**src/plai_pkg.sv**
```systemverilog
// ----------------------------------------------------------------------------
// plai_pkg
// Shared types and constants of the piecewise linear anchor interpolator.
// ----------------------------------------------------------------------------
package plai_pkg;

    localparam int unsigned POS_W  = 10;
    localparam int unsigned VAL_W  = 64;
    localparam int unsigned STEP_W = 32;
    localparam int unsigned OFF_W  = 12;
    localparam int unsigned PROD_W = VAL_W + POS_W;

    // configuration register indexes
    localparam logic [1:0] CFG_BLOCK_LENGTH   = 2'd0;
    localparam logic [1:0] CFG_FIRST_SAMPLE   = 2'd1;
    localparam logic [1:0] CFG_FINAL_SAMPLE   = 2'd2;
    localparam logic [1:0] CFG_ANCHORS_IN_USE = 2'd3;

    // input item modes
    localparam logic MODE_WRITE = 1'b0;
    localparam logic MODE_QUERY = 1'b1;

    // one stored anchor
    typedef struct packed {
        logic [POS_W-1:0]  pos;
        logic [VAL_W-1:0]  val;
        logic [STEP_W-1:0] step;
    } anchor_t;

    // sequencer of the top level
    typedef enum logic [2:0] {
        ST_IDLE,
        ST_COUNT,
        ST_SELECT,
        ST_CALC,
        ST_FINISH
    } state_t;

    // interpolation unit sequencer
    typedef enum logic [1:0] {
        L_IDLE,
        L_MUL,
        L_DIV,
        L_DONE
    } lerp_state_t;

endpackage

```
**src/plai_cell.sv**
```systemverilog
// ----------------------------------------------------------------------------
// plai_cell
// One anchor cell of the ring: loads on a write, passes its anchor on a shift.
// ----------------------------------------------------------------------------
module plai_cell (
    input  logic              clk,
    input  logic              load_en,
    input  plai_pkg::anchor_t load_anchor,
    input  logic              shift_en,
    input  plai_pkg::anchor_t shift_in,
    output plai_pkg::anchor_t cur
);

    plai_pkg::anchor_t anchor_reg;
    plai_pkg::anchor_t anchor_next;

    // write has priority, else take the neighbor's anchor
    always_comb
    begin
        anchor_next = anchor_reg;
        if (load_en)
        begin
            anchor_next = load_anchor;
        end
        else if (shift_en)
        begin
            anchor_next = shift_in;
        end
    end

    always_ff @(posedge clk)
    begin
        anchor_reg <= anchor_next;
    end

    assign cur = anchor_reg;

endmodule

```
**config.mk**
```make
export PLATFORM = sky130hd
export DESIGN_NAME = plai_cell
export DESIGN_NICKNAME = d
export VERILOG_FILES = /design/src/plai_pkg.sv /design/src/plai_cell.sv
export SDC_FILE = /design/constraint.sdc
export NUM_CORES = 1
export LEC_CHECK = 0
export BUFFER_PORTS_ARGS = -buffer_cell sky130_fd_sc_hd__buf_2
export CAP_MARGIN = 20
export CORE_AREA = 5 5 121 123
export DETAILED_ROUTE_END_ITERATION = 7
export DIE_AREA = 0 0 126 128
export PLACE_DENSITY_LB_ADDON = 0.05
export SLEW_MARGIN = 20
export SYNTH_ARGS = -nofsm -noshare
export SYNTH_HDL_FRONTEND = slang
export SYNTH_SLANG_ARGS = --single-unit
```
**constraint.sdc**
```tcl
create_clock -name clk -period 4.05 [get_ports clk]
set_clock_uncertainty 0.2 [all_clocks]
set_input_delay 0.6075 -clock clk [delete_from_list [all_inputs] [get_ports clk]]
set_output_delay 0.6075 -clock clk [all_outputs]
set_load 0.02 [all_outputs]
```
# Word level (Yosys, flattened, before mapping)
# Cells that the tools add are included.
# op_classes
muxes	2
n_reduce_logical	1
# ops
cell	n
2-to-1 mux 106 bit	2
nonzero test 2 bit	1
# word_totals
regBits	106
input_bits	215
out_inout_bits	106
word_cells	6

# Depth between registers and ports, before layout
# logic_depth
word_depth	2
ltp_mapped	4
mapped_depth_nobuf	1

# Worst setup path after synthesis
# No wires, ideal clock.
# synth_path
kind	input-to-reg
startpoint	in load_en
endpoint	reg anchor_reg (netlist bit cur[0]), enable pin
setup_ns	0.472
arrival_ns	3.353
required_time_ns	3.378
slack_ns	0.025
cell_stages	4
path_buffers	3
cell_sequence	buf_6 > buf_6 > buf_6 > or2_1
# synth_via
elab_chain_cells	1
# synth_lines
item	line	source
from (decl)	plai_cell.sv:7	input logic load_en,
nonzero test 2 bit (no line)	n/a	
to (signal assigned)	plai_cell.sv:33	anchor_reg <= anchor_next;
to (decl)	plai_cell.sv:14	plai_pkg::anchor_t anchor_reg;
# No other way between the ends.
# A chain may end at the register's enable or synchronous reset.

# Worst setup path after layout
# layout_path
startpoint	in load_en
endpoint	reg anchor_reg (netlist bit cur[102]), enable pin
# Same word-level chain as after synthesis.

==> run metrics <==
FF+latch count, synth 106; RePlAce Congestion 0.812; Pwr Total 2.69 mW; Post-Syn Area 4580 sq um; initial antenna violation count 1; largest net degree at the start of global routing 58; Finished Cell Area 6620 sq um; CTS H-tree depth 3; Filler cells 1261; nets 762; Worst VDD drop 0.000147 V; Syn Nets 440; Synth cell types 6; DR iter-0 viols 164; die area 16100 sq um; # setup viols final 0; XOR/XNOR Fraction of Synth Area 0%; Synth Area in Compound Gates 0%; final core utilization 48.8%; Avg Cell Area, Syn 20.4 sq um; CP required 3.86 ns; TritonRoute pass-1 iters 4; most frequent cells in the layout 319 x buf_2, 106 x edfxtp_1, 77 x mux2_2; layout cells sized above 1 79.9%; Synth Area in Simple Gates 0.137%; WL final 13.1 mm; crit path kind in2reg; Tcrit/Tclk final 57.7%; max-slew violation count 0; Area Growth Syn to Fin 44.3%; CTS resizes 0; post-synthesis cell count 225; routed length per instance 17.8 microns; mux cell area share after synthesis 28.4%; Max-cap violations 0; sequential element share of the synthesized area 69.5%; crit path capture type register; register area 3180 sq um; vias in the first global route 3353; core area 13600 sq um; DRC 0; P per Cell Area 406 nW/um^2; crit start category input port; area taken by multi-input logic gates 1310 sq um; synth warn 0; worst-path fanout max 57; endpoints failing hold 0; postcts setup bufs 0; Die W 126 microns; leakage power 3.03 nW; largest family of logic cells by synthesized area multiplexers; Inst Count DP 716; total grt overflow 0; number of vias per cell 4.32; CTS buffer count 9; Hold/Removal Path Class in2reg; die height 128 microns; Slew headroom 51.3%; number of flip-flops in the largest register 106; Worst-Margin Slew 0.731 ns; post-cts hold buffer count 0; commonest non-fill, non-tap cell in the layout buf_2; # port buffers 320; Ports 321; root buffer cell clkbuf_16; setup TNS 0 ns; area of placed instances 6360 sq um; clk buf depth 2; Total Routing Usage GR 15.6%; adder-cell share of the synthesized area 0%; Sink Count 106; Period minus WS final 2.34 ns; max frequency 0.428 GHz; global-route wire length before repair 18.8 mm; num rows 43; hpwl dp 10.5 mm; run status complete, no violations; final std cells w/o fill 733; Initial Util 33.8%; total number of vias 3169; Post-DRT Antenna Nets 0; RSZ-0062 raised after global routing no; Arr. time, crit path 2.15 ns; Worst-path clk slew 0.06 ns; CTS tree built
==> where the power goes <==
group | total [mW] | internal, mW | switching (mW)
registers | 1.37 | 1.35 | 0.0279
clock network | 0.769 | 0.409 | 0.360
logic | 0.542 | 0.240 | 0.302
total | 2.69 | 2.00 | 0.690
==> cell families (layout without fill, tap and decap cells) <==
family        count (synthesis)  after routing
buf+inv                      12            339
flops                       106            106
mux                         106            106
other cells                   0              1
simple gates                  1              1
==> layer usage <==
metal / vias up / global-route usage (%) / part of all wire [%]
met4: 0 / 6.56 / 1.5
met2: 184 / 27.4 / 52
li1: 1529 / - / -
met5: - / 0 / 0
met3: 13 / 6.33 / 11
met1: 1443 / 16.6 / 35
==> Yosys cell counts <==
library cell / instances / share of area, %
mux2_2: 77 / 19
or2_1: 1 / 0.14
buf_6: 5 / 1.2
edfxtp_1: 106 / 69
buf_2: 7 / 0.76
mux2_4: 29 / 9.5
==> final timing paths <==
check / from / to / slack [ns] / depth (start not counted)
max: load_en / cur[102] / 1.71 / 3
min: shift_in[83] / cur[83] / 0.36 / 2
==> critical path, cell delays in order <==
cell,delay [ns]
buf_4,0.40
or2_4,0.68
buf_12,0.38
==> cell type report <==
cell class | count | area share [%]
diodes | 1 | 0.0378
clock buffers | 11 | 3.52
clock inverters | 5 | 0.322
multi-input cells | 107 | 19.8
flip-flops and latches | 106 | 48.1
well taps | 180 | 3.40
repair buffers | 323 | 24.8
==> through the flow <==
| stage | hold WS [ns] | worst slack [ns] |
|---|---|---|
| after detailed placement | 0.711 | 1.31 |
| after floorplan | 0.625 | 0.0248 |
| after global routing | 0.345 | 1.59 |
| after CTS | 0.343 | 1.68 |
| after global placement | 0.709 | 1.35 |
| final | 0.361 | 1.71 |
No activity file was read; power rests on OpenSTA's default activity.
