[src/plai_pkg.sv]
// ----------------------------------------------------------------------------
// plai_pkg
// Shared types and constants of the piecewise linear anchor interpolator.
// ----------------------------------------------------------------------------
package plai_pkg;

    localparam int unsigned POS_W  = 10;
    localparam int unsigned VAL_W  = 64;
    localparam int unsigned STEP_W = 32;
    localparam int unsigned OFF_W  = 12;
    localparam int unsigned PROD_W = VAL_W + POS_W;

    // configuration register indexes
    localparam logic [1:0] CFG_BLOCK_LENGTH   = 2'd0;
    localparam logic [1:0] CFG_FIRST_SAMPLE   = 2'd1;
    localparam logic [1:0] CFG_FINAL_SAMPLE   = 2'd2;
    localparam logic [1:0] CFG_ANCHORS_IN_USE = 2'd3;

    // input item modes
    localparam logic MODE_WRITE = 1'b0;
    localparam logic MODE_QUERY = 1'b1;

    // one stored anchor
    typedef struct packed {
        logic [POS_W-1:0]  pos;
        logic [VAL_W-1:0]  val;
        logic [STEP_W-1:0] step;
    } anchor_t;

    // sequencer of the top level
    typedef enum logic [2:0] {
        ST_IDLE,
        ST_COUNT,
        ST_SELECT,
        ST_CALC,
        ST_FINISH
    } state_t;

    // interpolation unit sequencer
    typedef enum logic [1:0] {
        L_IDLE,
        L_MUL,
        L_DIV,
        L_DONE
    } lerp_state_t;

endpackage

[src/plai_lerp.sv]
// ----------------------------------------------------------------------------
// plai_lerp
// Serial interpolation unit: begin + trunc((end - begin) * off / span).
// ----------------------------------------------------------------------------
module plai_lerp (
    input  logic                               clk,
    input  logic                               rst_n,
    input  logic                               start,
    input  logic [plai_pkg::VAL_W-1:0]         begin_val,
    input  logic [plai_pkg::VAL_W-1:0]         end_val,
    input  logic signed [plai_pkg::OFF_W-1:0]  off,
    input  logic [plai_pkg::POS_W-1:0]         span,
    output logic                               busy,
    output logic                               done,
    output logic [plai_pkg::VAL_W-1:0]         result
);

    localparam int unsigned MUL_STEPS = plai_pkg::POS_W;
    localparam int unsigned DIV_STEPS = plai_pkg::PROD_W;
    localparam int unsigned CNT_W     = $clog2(DIV_STEPS);

    plai_pkg::lerp_state_t state_reg, state_next;
    logic [CNT_W-1:0]              cnt_reg, cnt_next;
    logic [plai_pkg::PROD_W-1:0]   prod_reg, prod_next;
    logic [plai_pkg::PROD_W-1:0]   mcand_reg, mcand_next;
    logic [plai_pkg::POS_W-1:0]    mult_reg, mult_next;
    logic [plai_pkg::POS_W-1:0]    span_reg, span_next;
    logic [plai_pkg::POS_W-1:0]    rem_reg, rem_next;
    logic [plai_pkg::VAL_W-1:0]    base_reg, base_next;
    logic                          neg_reg, neg_next;

    logic [plai_pkg::VAL_W-1:0]    diff;
    logic [plai_pkg::VAL_W-1:0]    mag;
    logic [plai_pkg::OFF_W-1:0]    off_abs;
    logic [plai_pkg::POS_W:0]      rem_sh;
    logic                          fits;
    logic [plai_pkg::VAL_W-1:0]    quo;

    // operand preparation
    always_comb
    begin
        diff    = end_val - begin_val;
        mag     = diff[plai_pkg::VAL_W-1] ? (-diff) : diff;
        off_abs = off[plai_pkg::OFF_W-1] ? (-off) : off;
    end

    // restoring divide step
    always_comb
    begin
        rem_sh = {rem_reg, prod_reg[plai_pkg::PROD_W-1]};
        fits   = rem_sh >= {1'b0, span_reg};
    end

    // next state
    always_comb
    begin
        state_next = state_reg;
        unique case (state_reg)
            plai_pkg::L_IDLE: if (start) state_next = plai_pkg::L_MUL;
            plai_pkg::L_MUL:
                if (cnt_reg == CNT_W'(MUL_STEPS - 1)) state_next = plai_pkg::L_DIV;
            plai_pkg::L_DIV:
                if (cnt_reg == CNT_W'(DIV_STEPS - 1)) state_next = plai_pkg::L_DONE;
            plai_pkg::L_DONE: state_next = plai_pkg::L_IDLE;
            default: state_next = plai_pkg::L_IDLE;
        endcase
    end

    // datapath updates
    always_comb
    begin
        cnt_next   = cnt_reg;
        prod_next  = prod_reg;
        mcand_next = mcand_reg;
        mult_next  = mult_reg;
        span_next  = span_reg;
        rem_next   = rem_reg;
        base_next  = base_reg;
        neg_next   = neg_reg;
        unique case (state_reg)
            plai_pkg::L_IDLE:
            begin
                if (start)
                begin
                    cnt_next   = '0;
                    prod_next  = '0;
                    mcand_next = plai_pkg::PROD_W'(mag);
                    mult_next  = off_abs[plai_pkg::POS_W-1:0];
                    span_next  = span;
                    rem_next   = '0;
                    base_next  = begin_val;
                    neg_next   = diff[plai_pkg::VAL_W-1] ^ off[plai_pkg::OFF_W-1];
                end
            end
            plai_pkg::L_MUL:
            begin
                if (mult_reg[0])
                begin
                    prod_next = prod_reg + mcand_reg;
                end
                mcand_next = {mcand_reg[plai_pkg::PROD_W-2:0], 1'b0};
                mult_next  = {1'b0, mult_reg[plai_pkg::POS_W-1:1]};
                cnt_next   = (cnt_reg == CNT_W'(MUL_STEPS - 1)) ? '0 : cnt_reg + 1'b1;
            end
            plai_pkg::L_DIV:
            begin
                rem_next  = fits ? plai_pkg::POS_W'(rem_sh - {1'b0, span_reg})
                                 : rem_sh[plai_pkg::POS_W-1:0];
                prod_next = {prod_reg[plai_pkg::PROD_W-2:0], fits};
                cnt_next  = cnt_reg + 1'b1;
            end
            plai_pkg::L_DONE:
            begin
                cnt_next = '0;
            end
            default:
            begin
                cnt_next = '0;
            end
        endcase
    end

    always_ff @(posedge clk or negedge rst_n)
    begin
        if (!rst_n)
        begin
            state_reg <= plai_pkg::L_IDLE;
            cnt_reg   <= '0;
        end
        else
        begin
            state_reg <= state_next;
            cnt_reg   <= cnt_next;
        end
    end

    always_ff @(posedge clk)
    begin
        prod_reg  <= prod_next;
        mcand_reg <= mcand_next;
        mult_reg  <= mult_next;
        span_reg  <= span_next;
        rem_reg   <= rem_next;
        base_reg  <= base_next;
        neg_reg   <= neg_next;
    end

    // outputs
    always_comb
    begin
        quo    = prod_reg[plai_pkg::VAL_W-1:0];
        busy   = state_reg != plai_pkg::L_IDLE;
        done   = state_reg == plai_pkg::L_DONE;
        result = base_reg + (neg_reg ? (-quo) : quo);
    end

`ifndef SYNTHESIS
    a_mul_bound: assert property (@(posedge clk) disable iff (!rst_n)
        state_reg == plai_pkg::L_MUL |-> cnt_reg < CNT_W'(MUL_STEPS))
        else $error("multiply step count out of range");
    a_div_follows_mul: assert property (@(posedge clk) disable iff (!rst_n)
        $rose(state_reg == plai_pkg::L_DIV) |-> $past(state_reg == plai_pkg::L_MUL))
        else $error("divide entered without multiply");
    a_done_after_div: assert property (@(posedge clk) disable iff (!rst_n)
        done |-> $past(state_reg == plai_pkg::L_DIV))
        else $error("done without divide");
`endif

endmodule

[config.mk]
export PLATFORM = sky130hd
export DESIGN_NAME = plai_lerp
export DESIGN_NICKNAME = d
export VERILOG_FILES = /design/src/plai_pkg.sv /design/src/plai_lerp.sv
export SDC_FILE = /design/constraint.sdc
export NUM_CORES = 1
export LEC_CHECK = 0
export BUFFER_PORTS_ARGS = -buffer_cell sky130_fd_sc_hd__clkbuf_2
export CAP_MARGIN = 25
export CORE_ASPECT_RATIO = 0.6
export CORE_MARGIN = 8
export CORE_UTILIZATION = 52
export CTS_CLUSTER_SIZE = 30
export DETAILED_ROUTE_END_ITERATION = 16
export GPL_ROUTABILITY_DRIVEN = 0
export PLACE_DENSITY_LB_ADDON = 0.25
export RECOVER_POWER = 25
export SYNTH_ARGS = -nofsm -noshare
export SYNTH_HDL_FRONTEND = slang
export SYNTH_SLANG_ARGS = --single-unit
[constraint.sdc]
create_clock -name clk -period 14.2 [get_ports clk]
set_input_delay 0 -clock clk [delete_from_list [all_inputs] [get_ports clk]]
set_output_delay 0 -clock clk [all_outputs]
set_load 0.1 [all_outputs]
Yosys cells after proc, flatten, opt, wreduce, memory -nomap -nowiden --
Cells that the tools add are included.
Word-level totals: bits in registers 252, output and inout port bits 66, logic and storage cells 58
Cells by class: add/sub/neg operators 8, reduce and logical (&&, ||, !) cells 10, bitwise logic cells 1, eq/ne operators 9, multiplexer cells 20, order comparisons 1
Operators by type and width (count):
- 74-bit 2-to-1 mux | 3
- 74-bit one-hot mux with 3 select lines | 1
- 74-bit one-hot mux with 2 select lines | 1
- 64-bit 2-to-1 mux | 2
- 64-bit negation | 2
- 74-bit adder | 1
- 64-bit adder | 1
- 64-bit subtractor | 1
- 10-bit 2-to-1 mux | 4
- 10-bit one-hot mux with 2 select lines | 2
- 7-bit one-hot mux with 4 select lines | 1
- 7-bit 2-to-1 mux | 2
- 11-bit by 10-bit greater-or-equal comparator with 1-bit output | 1
- 10-bit negation | 1
- 10-bit subtractor | 1
- 2-bit inequality test (second input constant) | 4
- 2-bit one-hot mux with 4 select lines | 1
- 7-bit by 1-bit adder with 7-bit output (second input constant) | 1
- 7-bit by 4-bit == test with 1-bit output (second input constant) | 1
- 7-bit == test (second input constant) | 1
- 2-bit 2-to-1 mux | 3
- 2-bit AND reduction | 3
- 3-bit AND reduction | 2
- 2-bit nonzero test | 3
- 5 further kinds | 6

Longest topological paths before layout --
depth in word-level cells 5, depth in mapped cells 24, mapped depth without buffers 23

Worst setup path before layout --
OpenSTA, ideal clock, no wires.
path kind register to register, from register state_reg[1], to register mcand_reg[0] (netlist bit), enable pin, arrival time 7230 ps, setup slack 6328 ps, cell stages (with the launch flop) 7, library setup time 642 ps, period minus slack after synthesis 7872 ps, cell sequence dfrtp_1 -> inv_1 -> ha_1 -> clkbuf_1 -> inv_2 -> buf_1 -> o21ai_0
On the way: longest elaborated chain between the ends 3, elaborated cells between the ends (all ways) 5, those cells by class eq/ne (2); reduce/logical (3)
RTL lines:
- from (decl) | line plai_lerp.sv:22 | plai_pkg::lerp_state_t state_reg, state_next;
- from (signal assigned) | line plai_lerp.sv:127 | state_reg <= plai_pkg::L_IDLE;
- from (signal assigned) | line plai_lerp.sv:132 | state_reg <= state_next;
- 2-bit by 1-bit == test with 1-bit output / 2-bit zero test (equally long branches) | line plai_lerp.sv:80 | unique case (state_reg)
- 2-bit nonzero test (no line) / 2-bit inequality test (equally long branches)
- 2-bit AND reduction (no line) (*)
- to (signal assigned) | line plai_lerp.sv:140 | mcand_reg <= mcand_next;
- to (decl) | line plai_lerp.sv:25 | logic [plai_pkg::PROD_W-1:0] mcand_reg, mcand_next;
Mark *: on every way between the ends. The rest lies on a longest branch, timed or not. A chain may end at the register's enable or synchronous reset.

Worst setup path in the final report --
from register prod_reg[10] (netlist bit), to output port result[63] (netlist bit)
On the way: longest elaborated chain between the ends 3
RTL lines:
- from (decl) | line plai_lerp.sv:24 | logic [plai_pkg::PROD_W-1:0] prod_reg, prod_next;
- from (signal assigned) | line plai_lerp.sv:139 | prod_reg <= prod_next;
- 64-bit negation | line plai_lerp.sv:154 | result = base_reg + (neg_reg ? (-quo) : quo);
- 64-bit 2-to-1 mux (*) | line plai_lerp.sv:154
- 64-bit adder (*) | line plai_lerp.sv:154
- to (decl) | line plai_lerp.sv:15 | output logic [plai_pkg::VAL_W-1:0] result
Marks and branches as above.

==> flow_metrics.tcl <==
set metrics [dict create \
    cpPeakStageDelay_ns 0.62 \
    areaGrowthSynthToFinish_pct 13.3 \
    outcome "complete, but fails checks" \
    synth_cells 2967 \
    synth_commonest_cells "nand2_1 (306), o21ai_0 (262), edfxtp_1 (243)" \
    cap_violations 3 \
    fin_crit_sh_pct 52.1 \
    post-cts-setup-buffer-count 0 \
    fp.dieH_um 186 \
    crit_chain "or4_4, or4_1, nor3b_1, nand2_1, or4_1, nand2b_1, or4_1, o41ai_1, xnor2_1, ha_1, a21o_1, a21o_1, a21oi_1, o21ai_0, a21o_1, a21o_1, a21oi_1, o31ai_1, a21oi_1, xnor2_1, clkbuf_2" \
    worst_pin_slew_ns 4.31 \
    synthDistinctLibCells 87 \
    clockBufferDepth 3 \
    finalMaxSlewViolations 203 \
    core_sq_um 47800 \
    track_usage_pct 28.8 \
    cts_tree "done" \
    clock-sinks 252 \
    cp_top_family "simple AND/OR/NAND/NOR gates" \
    synthesis.nets 3342 \
    synth_flop_cell "edfxtp_1" \
    fill_cells 4195 \
    synth_edf_count 243 \
    clk_latency_ns 0.60 \
    layout_min_cycle_time_ns 7.40 \
    grt_use_met3_pct 8.41 \
    crit_arrival_ns 7.40 \
    hold_slack_ns -0.00638 \
    clkSlewWorstSetupHoldPaths_ns 0.06 \
    setup_viol 0 \
    dr.pass1.iters 6 \
    vias 24900 \
    first_global_vias 23100 \
    grt_max_degree 95 \
    yosysSeqAreaShare_pct 29.9 \
    clockRootBuffer "clkbuf_16" \
    hpwl_um 65600 \
    avgSynthCellArea_sq_um 8.48 \
    grt_pass1_wl_um 131000 \
    die_area_sq_um 55900 \
    yosysMostFrequentCell "nand2_1" \
    min_path_type "in -> reg" \
    synth_area_leaders "edfxtp_1 (29%), ha_1 (11%), xnor2_1 (6.8%), o21ai_0 (5.2%), a21oi_1 (4.7%)" \
    met2_usage_pct 40.5 \
    nets 3561 \
    yosys.area.top_type "edfxtp_1" \
    ys_warn_count 0 \
    final-hold-violation-count 1 \
    drc 0 \
    antenna_found_initial 5 \
    cts_max_level 1 \
    required_ns 14.20 \
    finalSetupTns_ns 0 \
    synth_top_area_share_pct 29.0 \
    gr-total-overflow 0 \
    synth.cell_area_sq_um 25200 \
    fin_skew_ns 0.0265 \
    violations "negative hold slack, max-capacitance violations, max-slew violations" \
    cpMostUsedCell "a21o_1" \
    grt_busiest_layer "met1" \
    multi_input_area_sq_um 16600 \
    async_flop_share_pct 3.57 \
    path_buf_inv 1 \
    ant_nets 0 \
    relSlewSlack_pct -187 \
    crit_path_end_kind "output port" \
    ys_ff_latch 252 \
    layout-drive-gt1-share_pct 8.17 \
    routed_wl_um 84900 \
    ios 219 \
    cp-start-kind "flop" \
    vias_per_cell 6.46 \
    use_met1_pct 42.4 \
    port_buffers 217 \
    fmax_ghz 0.135 \
    drtIter0Drc 3403 \
    path_max_fanout 8 \
    fp-row-count 62 \
    cts-buffers-inserted 29 \
    routedWlPerCell_um 22.0 \
    regArea_sq_um 7520 \
    floorplan.initialDensity_pct 52.6 \
    rsz0062_at_grt "false" \
    die_x_um 300 \
    path_class "reg -> out" \
    worst_path_max_delay_cell "or4_4" \
]
worst reg2reg max path, stage by stage, from the launching register on:
cell and delay (ns):
dfrtp_1 0.41, inv_1 0.11, ha_1 0.52, inv_1 0.73, o21ai_0 2.54, buf_4 1.01
what timing repair did:
item,CTS,global route
hold endpoints to repair,99,0
endpoints found under the setup margin,0,0
resized for setup,0,0
hold buffers,90,0
logic make-up (layout without fill, tap and decap cells):
family | count (synthesis) | after routing | synth area share, %
other | 0 | 4 | 0
adders and majority gates | 222 | 222 | 11.2
and+or+nand+nor | 904 | 904 | 18.0
DFF | 252 | 252 | 29.9
muxes | 25 | 25 | 1.05
AOI/OAI and AO/OA | 982 | 982 | 25.1
xor gates and xnor gates | 304 | 304 | 10.6
buffers and inverters | 278 | 519 | 4.17
worst paths after layout:
kind | from | end | slack [ns] | cells after the start
setup / recovery | prod_reg[10] | result[63] | 6.80 | 21
hold / removal | off[0] | mult_reg[0] | -0.006 | 3
setup reg to reg | state_reg[1] | mcand_reg[37] | 8.39 | 5
hold reg to reg | cnt_reg[4] | cnt_reg[4] | 0.52 | 1
max in group asynchronous | rst_n | cnt_reg[5] | 13.46 | 3
min in group asynchronous | rst_n | cnt_reg[4] | 0.45 | 3
metrics by stage:
stage               util (%)  std cells  cell area, sq um  setup slack [ns]  hold WS, ns
finish                  59.6       3852             28500              6.80     -0.00638
global route            59.6       3852             28500              6.31      0.00991
CTS                     59.7       3845             28500              6.87      0.00891
detailed placement      55.8       3702             26700              7.52       -0.132
global placement        55.8       3701             26700              7.59       -0.133
floorplan                  -       2967             25200              6.33       -0.296
cells in the final DEF, fill, tap and decap left out, types with 29 or more instances in the layout:
master	netlist	routed
a22oi_1	49	49
xnor2_1	196	196
nand2b_1	29	29
a21o_1	114	114
clkbuf_2	0	155
clkbuf_1	128	70
inv_1	141	141
nand4_1	56	56
ha_1	218	217
xor2_1	108	108
nor3_1	37	37
nand3_1	61	61
clkbuf_16	0	29
o41ai_1	32	32
edfxtp_1	243	243
dlygate4sd3_1	0	90
nor2b_1	76	76
a21oi_1	236	236
o21a_1	38	38
nand2_1	306	306
nor2_1	165	165
o31ai_1	44	44
o21ai_0	262	262
cell type report:
cell class,instances,share of cell area (%)
multi-input cells,2437,58.2
flip-flops and latches,252,26.4
repair buffers,324,7.24
well taps,640,2.81
clock buffers,33,2.60
inverters,142,1.88
clock inverters,20,0.795
diodes,4,0.0351
per-layer routing:
layer	vias to the layer above	part of all wire (%)
met1	11700	43
met5	-	0
met2	1552	40
met4	0	3.1
met3	181	14
li1	11500	-
Power is not shown: default switching activity piles up to over one toggle a cycle in this logic, so the estimate is an artifact.
